==> src/sha_pkg.sv <==
// ----------------------------------------------------------------------------
// sha_pkg
// Shared types, constants and helper functions for the SHA-256 stream hasher.
// ----------------------------------------------------------------------------
package sha_pkg;

    // Eight 32-bit words: chaining values or working variables
    typedef logic [7:0][31:0] t_words;

    // Input mode codes
    localparam logic [1:0] MODE_APPEND      = 2'd0;
    localparam logic [1:0] MODE_APPEND_LAST = 2'd1;
    localparam logic [1:0] MODE_FINISH      = 2'd2;

    // Padding marker byte and the block offset where the length field starts
    localparam logic [7:0] PAD_MARKER = 8'h80;
    localparam logic [5:0] LEN_OFFSET = 6'd56;

    // Initial hash values, word 0 in slice 0
    localparam t_words SHA_IV = {
        32'h5BE0CD19, 32'h1F83D9AB, 32'h9B05688C, 32'h510E527F,
        32'hA54FF53A, 32'h3C6EF372, 32'hBB67AE85, 32'h6A09E667
    };

    // Control from the byte sequencer to the compression unit
    typedef struct packed {
        logic        word_we;   // shift one message word into the window
        logic [31:0] word;
        logic        start;     // begin the 64 rounds on the current window
        logic        init_h;    // return chaining words to the initial values
    } t_core_ctl;

    // Status back from the compression unit
    typedef struct packed {
        logic busy;
        logic done;             // high in the cycle the chaining words update
    } t_core_sts;

    function automatic logic [31:0] rotr(input logic [31:0] x, input int unsigned n);
        rotr = (x >> n) | (x << (32 - n));
    endfunction

    // Round constants
    function automatic logic [31:0] sha_k(input logic [5:0] idx);
        case (idx)
            6'd0:  sha_k = 32'h428A2F98;  6'd1:  sha_k = 32'h71374491;
            6'd2:  sha_k = 32'hB5C0FBCF;  6'd3:  sha_k = 32'hE9B5DBA5;
            6'd4:  sha_k = 32'h3956C25B;  6'd5:  sha_k = 32'h59F111F1;
            6'd6:  sha_k = 32'h923F82A4;  6'd7:  sha_k = 32'hAB1C5ED5;
            6'd8:  sha_k = 32'hD807AA98;  6'd9:  sha_k = 32'h12835B01;
            6'd10: sha_k = 32'h243185BE;  6'd11: sha_k = 32'h550C7DC3;
            6'd12: sha_k = 32'h72BE5D74;  6'd13: sha_k = 32'h80DEB1FE;
            6'd14: sha_k = 32'h9BDC06A7;  6'd15: sha_k = 32'hC19BF174;
            6'd16: sha_k = 32'hE49B69C1;  6'd17: sha_k = 32'hEFBE4786;
            6'd18: sha_k = 32'h0FC19DC6;  6'd19: sha_k = 32'h240CA1CC;
            6'd20: sha_k = 32'h2DE92C6F;  6'd21: sha_k = 32'h4A7484AA;
            6'd22: sha_k = 32'h5CB0A9DC;  6'd23: sha_k = 32'h76F988DA;
            6'd24: sha_k = 32'h983E5152;  6'd25: sha_k = 32'hA831C66D;
            6'd26: sha_k = 32'hB00327C8;  6'd27: sha_k = 32'hBF597FC7;
            6'd28: sha_k = 32'hC6E00BF3;  6'd29: sha_k = 32'hD5A79147;
            6'd30: sha_k = 32'h06CA6351;  6'd31: sha_k = 32'h14292967;
            6'd32: sha_k = 32'h27B70A85;  6'd33: sha_k = 32'h2E1B2138;
            6'd34: sha_k = 32'h4D2C6DFC;  6'd35: sha_k = 32'h53380D13;
            6'd36: sha_k = 32'h650A7354;  6'd37: sha_k = 32'h766A0ABB;
            6'd38: sha_k = 32'h81C2C92E;  6'd39: sha_k = 32'h92722C85;
            6'd40: sha_k = 32'hA2BFE8A1;  6'd41: sha_k = 32'hA81A664B;
            6'd42: sha_k = 32'hC24B8B70;  6'd43: sha_k = 32'hC76C51A3;
            6'd44: sha_k = 32'hD192E819;  6'd45: sha_k = 32'hD6990624;
            6'd46: sha_k = 32'hF40E3585;  6'd47: sha_k = 32'h106AA070;
            6'd48: sha_k = 32'h19A4C116;  6'd49: sha_k = 32'h1E376C08;
            6'd50: sha_k = 32'h2748774C;  6'd51: sha_k = 32'h34B0BCB5;
            6'd52: sha_k = 32'h391C0CB3;  6'd53: sha_k = 32'h4ED8AA4A;
            6'd54: sha_k = 32'h5B9CCA4F;  6'd55: sha_k = 32'h682E6FF3;
            6'd56: sha_k = 32'h748F82EE;  6'd57: sha_k = 32'h78A5636F;
            6'd58: sha_k = 32'h84C87814;  6'd59: sha_k = 32'h8CC70208;
            6'd60: sha_k = 32'h90BEFFFA;  6'd61: sha_k = 32'hA4506CEB;
            6'd62: sha_k = 32'hBEF9A3F7;  6'd63: sha_k = 32'hC67178F2;
            default: sha_k = 32'h0;
        endcase
    endfunction

endpackage

==> src/sha256_stream_hasher.sv <==
// ----------------------------------------------------------------------------
// sha256_stream_hasher
// Byte-wide SHA-256 hasher: collects message bytes, pads on finish and
// streams out the eight digest words.
// ----------------------------------------------------------------------------
// Usage:
// Input channel (i_valid / o_stall): one item carries i_mode and
// i_message_byte. Mode 0 appends the byte, mode 1 appends it and finishes,
// mode 2 finishes without a byte; mode 3 is taken and ignored.
// A plain byte is taken while the hasher is idle. Every 64th byte starts a
// compression that holds o_stall high through the 64 rounds of the shared round
// unit plus one chaining update. A finish pads one byte per cycle up to the
// end of the block, compresses (twice when more than 55 bytes were pending),
// then offers eight digest words on the output channel (o_valid / i_stall),
// word 0 first, with o_last_word on word 7. Input stays stalled until the
// last word is taken; a stalled output word holds. After the last word the
// hasher is back at its initial state. Reset (i_rst_n low, synchronous) clears
// the pending block and the byte count and loads the initial hash values.
// ----------------------------------------------------------------------------
module sha256_stream_hasher (
    input  logic        i_clk,
    input  logic        i_rst_n,
    input  logic        i_valid,
    output logic        o_stall,
    input  logic [1:0]  i_mode,
    input  logic [7:0]  i_message_byte,
    output logic        o_valid,
    input  logic        i_stall,
    output logic [31:0] o_digest_word,
    output logic [2:0]  o_word_index,
    output logic        o_last_word
);
    import sha_pkg::*;

    typedef enum logic [1:0] {S_IDLE, S_HASH, S_PAD, S_OUT} t_state;

    t_state      r_state;
    logic [5:0]  r_fill;       // bytes pending in the block
    logic [60:0] r_total;      // message bytes, wraps at 2^61
    logic [23:0] r_acc;        // partial big-endian word
    logic        r_pad_first;  // next pad byte is the marker
    logic        r_len_ok;     // this block carries the length field
    logic        r_pad_pend;   // padding continues after the compression
    logic        r_last;       // the compression running is the final one
    logic        r_out_valid;
    logic [2:0]  r_widx;

    logic          in_take, out_take;
    logic          wr_en;
    logic [7:0]    wr_byte;
    logic [7:0][7:0] len_bytes;
    t_core_ctl     core_ctl;
    t_core_sts     core_sts;
    t_words        core_h;

    assign in_take  = i_valid && !o_stall;
    assign out_take = r_out_valid && !i_stall;
    assign o_stall  = (r_state != S_IDLE);

    // Message length in bits, big-endian byte 0 in slice 7
    assign len_bytes = {r_total, 3'b000};

    // Byte into the block: a message byte or a pad byte
    always_comb begin
        wr_en   = 1'b0;
        wr_byte = i_message_byte;
        case (r_state)
            S_IDLE: begin
                wr_en = in_take && (i_mode == MODE_APPEND || i_mode == MODE_APPEND_LAST);
            end
            S_PAD: begin
                wr_en = 1'b1;
                if (r_pad_first) begin
                    wr_byte = PAD_MARKER;
                end else if (r_len_ok && r_fill >= LEN_OFFSET) begin
                    wr_byte = len_bytes[3'd7 - r_fill[2:0]];
                end else begin
                    wr_byte = 8'h00;
                end
            end
            default: wr_en = 1'b0;
        endcase
    end

    // Control to the compression unit
    always_comb begin
        core_ctl.word_we = wr_en && (r_fill[1:0] == 2'd3);
        core_ctl.word    = {r_acc, wr_byte};
        core_ctl.start   = wr_en && (r_fill == 6'd63);
        core_ctl.init_h  = out_take && (r_widx == 3'd7);
    end

    sha_core u_core (
        .i_clk   (i_clk),
        .i_rst_n (i_rst_n),
        .i_ctl   (core_ctl),
        .o_sts   (core_sts),
        .o_h     (core_h)
    );

    // Sequencer
    always_ff @(posedge i_clk) begin
        if (!i_rst_n) begin
            r_state     <= S_IDLE;
            r_fill      <= 6'd0;
            r_total     <= 61'd0;
            r_pad_first <= 1'b0;
            r_len_ok    <= 1'b0;
            r_pad_pend  <= 1'b0;
            r_last      <= 1'b0;
            r_out_valid <= 1'b0;
            r_widx      <= 3'd0;
        end else begin
            if (wr_en) begin
                r_fill <= r_fill + 6'd1;
                r_acc  <= {r_acc[15:0], wr_byte};
            end
            case (r_state)
                S_IDLE: begin
                    if (in_take) begin
                        case (i_mode)
                            MODE_APPEND, MODE_APPEND_LAST: begin
                                r_total     <= r_total + 61'd1;
                                r_pad_first <= 1'b1;
                                if (r_fill == 6'd63) begin
                                    r_state    <= S_HASH;
                                    r_last     <= 1'b0;
                                    r_pad_pend <= (i_mode == MODE_APPEND_LAST);
                                end else if (i_mode == MODE_APPEND_LAST) begin
                                    r_state <= S_PAD;
                                end
                            end
                            MODE_FINISH: begin
                                r_pad_first <= 1'b1;
                                r_state     <= S_PAD;
                            end
                            default: ;
                        endcase
                    end
                end
                S_PAD: begin
                    r_pad_first <= 1'b0;
                    if (r_pad_first) begin
                        r_len_ok <= (r_fill < LEN_OFFSET);
                    end
                    if (r_fill == 6'd63) begin
                        r_state    <= S_HASH;
                        r_pad_pend <= 1'b1;
                        r_last     <= !r_pad_first && r_len_ok;
                    end
                end
                S_HASH: begin
                    if (core_sts.done) begin
                        r_len_ok <= 1'b1;
                        if (r_last) begin
                            r_state     <= S_OUT;
                            r_out_valid <= 1'b1;
                            r_widx      <= 3'd0;
                            r_pad_pend  <= 1'b0;
                            r_last      <= 1'b0;
                        end else if (r_pad_pend) begin
                            r_state <= S_PAD;
                        end else begin
                            r_state <= S_IDLE;
                        end
                    end
                end
                S_OUT: begin
                    if (out_take) begin
                        if (r_widx == 3'd7) begin
                            r_out_valid <= 1'b0;
                            r_total     <= 61'd0;
                            r_state     <= S_IDLE;
                        end else begin
                            r_widx <= r_widx + 3'd1;
                        end
                    end
                end
                default: r_state <= S_IDLE;
            endcase
        end
    end

    // Result item
    assign o_valid       = r_out_valid;
    assign o_digest_word = core_h[r_widx];
    assign o_word_index  = r_widx;
    assign o_last_word   = (r_widx == 3'd7);

`ifndef NO_ASSERTIONS
    a_out_in_out_state: assert property (@(posedge i_clk) disable iff (!i_rst_n)
        r_out_valid |-> (r_state == S_OUT && r_fill == 6'd0))
        else $error("digest offered outside output phase or with bytes pending");
    a_core_busy_hash: assert property (@(posedge i_clk) disable iff (!i_rst_n)
        core_sts.busy |-> r_state == S_HASH)
        else $error("compression running outside hash state");
    a_hash_from_full: assert property (@(posedge i_clk) disable iff (!i_rst_n)
        (r_state != S_HASH) ##1 (r_state == S_HASH) |-> $past(r_fill) == 6'd63)
        else $error("compression started on a partial block");
`endif

endmodule

==> src/sha_core.sv <==
// ----------------------------------------------------------------------------
// sha_core
// SHA-256 compression unit: a 16-word schedule window, one round per cycle
// over 64 rounds, then the C_ADD state folds the working words into the
// chaining words.
// ----------------------------------------------------------------------------
module sha_core (
    input  logic               i_clk,
    input  logic               i_rst_n,
    input  sha_pkg::t_core_ctl i_ctl,
    output sha_pkg::t_core_sts o_sts,
    output sha_pkg::t_words    o_h
);
    import sha_pkg::*;

    typedef enum logic [1:0] {C_IDLE, C_ROUND, C_ADD} t_cstate;

    t_cstate           r_state;
    logic [5:0]        r_round;
    logic [15:0][31:0] r_w;      // r_w[0] is the word used by the current round
    t_words            r_v;      // working words a..h in slices 0..7
    t_words            r_h;

    logic [31:0] sig0, sig1, n_w;
    logic [31:0] big0, big1, ch, maj, t1, t2;
    t_words      n_v;

    // Message schedule: next window word
    always_comb begin
        sig0 = rotr(r_w[1], 7) ^ rotr(r_w[1], 18) ^ (r_w[1] >> 3);
        sig1 = rotr(r_w[14], 17) ^ rotr(r_w[14], 19) ^ (r_w[14] >> 10);
        n_w  = r_w[0] + sig0 + r_w[9] + sig1;
    end

    // One compression round
    always_comb begin
        big1 = rotr(r_v[4], 6) ^ rotr(r_v[4], 11) ^ rotr(r_v[4], 25);
        ch   = (r_v[4] & r_v[5]) ^ (~r_v[4] & r_v[6]);
        t1   = r_v[7] + big1 + ch + sha_k(r_round) + r_w[0];
        big0 = rotr(r_v[0], 2) ^ rotr(r_v[0], 13) ^ rotr(r_v[0], 22);
        maj  = (r_v[0] & r_v[1]) ^ (r_v[0] & r_v[2]) ^ (r_v[1] & r_v[2]);
        t2   = big0 + maj;
        n_v[7] = r_v[6];
        n_v[6] = r_v[5];
        n_v[5] = r_v[4];
        n_v[4] = r_v[3] + t1;
        n_v[3] = r_v[2];
        n_v[2] = r_v[1];
        n_v[1] = r_v[0];
        n_v[0] = t1 + t2;
    end

    assign o_sts.busy = (r_state != C_IDLE);
    assign o_sts.done = (r_state == C_ADD);
    assign o_h        = r_h;

    // Sequencer and datapath registers
    always_ff @(posedge i_clk) begin
        if (!i_rst_n) begin
            r_state <= C_IDLE;
            r_round <= 6'd0;
            r_h     <= SHA_IV;
        end else begin
            case (r_state)
                C_IDLE: begin
                    if (i_ctl.word_we) begin
                        r_w <= {i_ctl.word, r_w[15:1]};
                    end
                    if (i_ctl.init_h) begin
                        r_h <= SHA_IV;
                    end
                    if (i_ctl.start) begin
                        r_v     <= r_h;
                        r_round <= 6'd0;
                        r_state <= C_ROUND;
                    end
                end
                C_ROUND: begin
                    r_w     <= {n_w, r_w[15:1]};
                    r_v     <= n_v;
                    r_round <= r_round + 6'd1;
                    if (r_round == 6'd63) begin
                        r_state <= C_ADD;
                    end
                end
                C_ADD: begin
                    for (int i = 0; i < 8; i++) begin
                        r_h[i] <= r_h[i] + r_v[i];
                    end
                    r_state <= C_IDLE;
                end
                default: r_state <= C_IDLE;
            endcase
        end
    end

`ifndef NO_ASSERTIONS
    a_start_idle: assert property (@(posedge i_clk) disable iff (!i_rst_n)
        i_ctl.start |-> r_state == C_IDLE)
        else $error("compression started while busy");
    a_no_word_busy: assert property (@(posedge i_clk) disable iff (!i_rst_n)
        i_ctl.word_we |-> r_state == C_IDLE)
        else $error("message word written during compression");
    a_round_to_add: assert property (@(posedge i_clk) disable iff (!i_rst_n)
        (r_state == C_ROUND && r_round == 6'd63) |=> r_state == C_ADD)
        else $error("last round not followed by chaining update");
`endif

endmodule

==> config.mk <==
export PLATFORM = sky130hd
export DESIGN_NAME = sha256_stream_hasher
export DESIGN_NICKNAME = d
export VERILOG_FILES = /design/src/sha_pkg.sv /design/src/sha256_stream_hasher.sv /design/src/sha_core.sv
export SDC_FILE = /design/constraint.sdc
export NUM_CORES = 2
export LEC_CHECK = 0
export BUFFER_PORTS_ARGS = -buffer_cell sky130_fd_sc_hd__buf_2
export CORE_ASPECT_RATIO = 1.75
export CORE_MARGIN = 2
export CORE_UTILIZATION = 50
export CTS_CLUSTER_SIZE = 24
export DETAILED_ROUTE_END_ITERATION = 10
export PLACE_DENSITY = 0.65
export SYNTH_ARGS = -nofsm -noshare
export SYNTH_HDL_FRONTEND = slang
export SYNTH_HIERARCHICAL = 1
export SYNTH_SLANG_ARGS = --single-unit
==> constraint.sdc <==
create_clock -name i_clk -period 121.3 [get_ports i_clk]
set_input_delay 12.13 -clock i_clk [delete_from_list [all_inputs] [get_ports i_clk]]
set_output_delay 12.13 -clock i_clk [all_outputs]
set_load 0.01 [all_outputs]
* Word-level counts from Yosys, hierarchy flattened
Memory sizes are Yosys's and may differ from the RTL's. A register that Yosys moved wholly into a read port is not among the register bits.
Index checks and enable logic that the tools add are counted.
W data, S select, Z words.
** Cells by class
- Muxes and demuxes :: 66
- Magnitude comparators :: 4
- Reduce and logical (&&, ||, !) cells :: 39
- Equal/unequal tests :: 28
- Bitwise operators :: 27
- Add/subtract/negate cells :: 23
** Operator list (number)
- $pmux W256 S2 :: 2
- $pmux W512 S2 :: 1
- $add A32 B32 Y32 :: 18
- $mux W256 :: 2
- $mux W512 :: 1
- $xor A32 B32 Y32 :: 9
- $mux W61 :: 4
- $and A32 B32 Y32 :: 5
- $pmux W61 S2 :: 1
- $bmux W32 S3 :: 1
- $add A61 B1 Y61 const B :: 1
- $mux W32 :: 1
- $mux W8 :: 4
- $not A32 Y32 :: 1
- $or A10 B32 Y32 :: 1
- $or A13 B32 Y32 :: 1
- $or A14 B32 Y32 :: 1
- $or A15 B32 Y32 :: 1
- $or A19 B32 Y32 :: 1
- $or A21 B32 Y32 :: 1
- $or A25 B32 Y32 :: 1
- $or A26 B32 Y32 :: 1
- $or A30 B32 Y32 :: 1
- $or A7 B32 Y32 :: 1
- 40 further kinds :: 126
** Word-level totals
- ROM bits :: 2048
- Input port bits :: 14
- Output and inout bits :: 38
- Bits in registers :: 1133
- Word-level logic and storage cells :: 232
- Memories :: 1
** Memory list
- (no name shown) :: depth 64, width 32, rd ports 1, clocked after memory_dff 1, wr ports 0, RTL line sha_pkg.sv:45 : case (idx)

* Longest topological paths before layout
- Depth in word-level cells :: 10
- Mapped depth :: 35
- Mapped depth without buffers :: 34

* Hierarchy
The synthesis kept the hierarchy.
** Modules (own cells, without submodules)
- sha_core :: times used 1, cells an instance 6350, seq. area each 28987.8 sq um, area an instance 63858.7 sq um
- sha256_stream_hasher :: times used 1, cells an instance 689, seq. area each 2262.2 sq um, area an instance 7239.4 sq um

* Worst setup path after synthesis
OpenSTA, ideal clock, no wires.
- Path type :: input to register
- From :: input port i_rst_n
- To :: register u_core/r_w[0] (netlist bit) (enable)
- Setup slack :: 71.868 ns
- Data required time :: 119.285 ns
- Arrival :: 47.417 ns
- Path buffers :: 2
- Stages on the path :: 4
- Setup time :: 2.015 ns
- Cell sequence :: clkbuf_1 > inv_2 > clkbuf_1 > nor3_1
** On the way
- Longest elaborated chain between the ends :: 1
** Ends and longest elaborated chain
- from (decl) :: RTL line sha256_stream_hasher.sv:22 : input logic i_rst_n,
- $reduce_and A3 Y1 (no source line)
- to (signal assigned) :: RTL line sha_core.sv:67 : r_w <= {i_ctl.word, r_w[15:1]};
- to (signal assigned) :: RTL line sha_core.sv:79 : r_w <= {n_w, r_w[15:1]};
- to (decl) :: RTL line sha_core.sv:20 : logic [15:0][31:0] r_w;
Every way passes these cells.
A chain may end at the register's enable or synchronous reset.

==> flow_metrics.py <==
metrics = {
    "placement": {
        "io_buffer_count": 51,
        "dpl_cell_area_sq_um": 73190,
        "dp_hpwl_microns": 182600,
        "dp.cells": 8700,
        "place_ws_ns": 104.59,
        "globalplace.congestion": 1.010,
    },
    "clock_tree": {
        "cts-buffers-inserted": 112,
        "max-clock-path-buffers": 3,
        "root_buffer": "clkbuf_16",
        "post_cts_buffers": 0,
        "h-tree-depth": 3,
        "insertion_delay_ns": 0.78,
        "cts_resized": 0,
        "cts_tree": "done",
        "hold_buffers": 0,
        "clock-sinks": 1165,
        "clk_pin_slew_ns": 0.07,
    },
    "worst_setup_path": {
        "cpLargestDelayFamily": "simple AND/OR/NAND/NOR gates",
        "worstPathCellList": "buf_2 > nand2_1 > o21bai_1 > and2_1 > and3_1 > o21bai_1 > a22oi_1 > nand2b_1 > buf_4 > inv_1 > buf_4 > ha_1 > buf_4 > nand2_1 > nand3b_1 > o2111ai_1 > nand3_1",
        "r2r_start": "u_core/n_v[173]",
        "reg2reg_to": "u_core/n_v[63]",
        "timing.critical_path.mode_cell": "buf_4",
        "path_buf_inv": 5,
        "max_stage_delay_ns": 0.70,
        "crit_fanout": 17,
        "cp.required_ns": 121.97,
        "crit_slowest_cell": "o2111ai_1",
        "crit_cells": 17,
        "critPathCaptureType": "flop",
        "crit_type": "input port to flop",
        "start_kind": "input port",
        "startpoint": "i_valid",
        "crit_arrival_ns": 16.81,
        "rr_worst_depth": 29,
        "r2r_setup_slack_ns": 111.15,
    },
    "sta": {
        "hold_viol_final": 0,
        "finClkSkew_ns": 0.03772,
        "relSlewSlack": 0.07896,
        "slew_violations": 0,
        "min_period_ns": 16.14,
        "holdWs_ns": 0.4093,
        "max_clock_freq_mhz": 61.96,
        "worst_pin_slew_ns": 1.380,
        "setup_viol": 0,
        "fin_setup_tns_ns": 0,
        "post-route-period-util": 0.1331,
        "grt_setup_unrepaired": "no",
        "fin_ws_ns": 105.16,
    },
    "layout": {
        "area.growth.synth_to_final_pct": 8.240,
        "finalNonFillerCells": 8918,
        "seq_area_sq_um": 31260,
        "multiInputGateArea_sq_um": 36920,
        "final_util": 0.5429,
        "design_area_sq_um": 76950,
        "fin_nets": 7571,
        "final_layout_size_suffix_gt1_frac": 0.07689,
        "fillerInstances": 12401,
    },
    "route": {
        "drc": 0,
        "ant_nets": 0,
        "routed_via_density": 6.113,
        "drt_wl_total_microns": 246200,
        "via_count": 54519,
        "dr.first_iter.drc_count": 3973,
        "wl_per_cell_microns": 27.61,
        "dr.pass1.iters": 6,
    },
    "global_routing": {
        "grt_max_degree": 191,
        "grt_pass1_vias": 54567,
        "antenna_found_initial": 5,
        "globalRouteTotalUtil": 0.3375,
        "grt_first_pass_wirelength_microns": 356800,
        "grt-ovfl-total": 0,
    },
    "synthesis": {
        "synthCells": 7038,
        "synth_nets": 7645,
        "yosysWarnings": 6,
        "netlist_area_sq_um": 71090,
        "avgSynthCellArea_sq_um": 10.10,
    },
    "floorplanning": {
        "dieArea_sq_um": 145300,
        "row_count": 183,
        "die_x_microns": 289.0,
        "dieHeight_microns": 502.8,
        "start_util": 0.5016,
        "boundaryPins": 52,
        "core_sq_um": 141700,
    },
    "run": {
        "maxCapViolations": 0,
    },
    "pwr": {
        "power_density_nw_per_um2": 11.09,
        "power.total_mw": 0.8534,
        "leakagePower_nw": 30.53,
        "ir_drop_uv": 11.06,
    },
    "run_status": {
        "status": "finished, final reports clean",
    },
    "min_path": {
        "min_path_type": "flop to flop",
    },
}
-- worst reg2reg max path, delay by kind of cell, from the launching register on --
family / cells / cell delay (ns)
AO/OA/AOI/OAI: 13 / 4.09
buffers and inverters: 3 / 0.26
AND/OR/NAND/NOR: 4 / 1.51
flip-flops: 1 / 0.60
adder cells (fa/ha/maj): 6 / 2.40
XOR/XNOR: 3 / 1.04
-- area by class of cell --
class,count,area share
Multi-Input combinational cell,5081,0.4798
Sequential cell,1165,0.4062
Clock buffer,151,0.04068
Tap cell,1850,0.03008
Inverter,471,0.02301
Timing Repair Buffer,133,0.01200
Clock inverter,61,0.008048
Antenna cell,6,0.0001951
-- placed cells by master (no fill, tap or decap), types with 62 or more instances in the layout --
| cell type | count |
|---|---|
| o21ai_0 | 363 |
| edfxtp_1 | 792 |
| o22ai_1 | 107 |
| dfxtp_1 | 370 |
| xnor2_1 | 338 |
| xor2_1 | 249 |
| nand3_1 | 111 |
| ha_1 | 398 |
| nor3_1 | 86 |
| clkbuf_16 | 113 |
| mux2_2 | 62 |
| fa_1 | 195 |
| nand2b_1 | 63 |
| nor2_1 | 382 |
| a21o_1 | 186 |
| nand2_1 | 1047 |
| buf_4 | 79 |
| inv_1 | 464 |
| a21oi_1 | 449 |
| mux4_2 | 76 |
-- worst min path at each step --
stage,startpoint,end,slack [ns],depth (start not counted)
2_1_floorplan,u_core/r_w[132],u_core/r_w[100],0.40,0
3_3_place_gp,u_core/r_w[192],u_core/r_w[160],0.40,0
3_5_place_dp,u_core/r_w[165],u_core/r_w[133],0.40,0
4_1_cts,u_core/r_w[349],u_core/r_w[317],0.41,0
5_1_grt,u_core/r_w[326],u_core/r_w[294],0.42,0
6_report,u_core/r_w[349],u_core/r_w[317],0.41,0
-- per-layer routing --
layer	vias up	global-route usage	wire [microns]
li1	24959	-	-
met2	2034	0.5965	124800
met3	731	0.05005	13320
met1	26789	0.3427	81960
met4	6	0.2996	26070
met5	-	0	44
-- state kept, by name, indices dropped and copies added (netlist names), 6 cells and up, named ones only --
register        cells
r_fill              6
u_core/r_v         64
u_core/r_w        512
r_acc              24
u_core/r_round      6
r_total            61
u_core/n_v        192
u_core/o_h        256
-- where the power goes --
group | switching [mW] | internal, mW | leakage (nW)
Sequential | 0.00353 | 0.426 | 10.3
Clock | 0.164 | 0.201 | 1.82
Combinational | 0.0384 | 0.0195 | 18.4
Total | 0.206 | 0.647 | 30.5
Note: power is estimated with default switching activity, not from simulation.
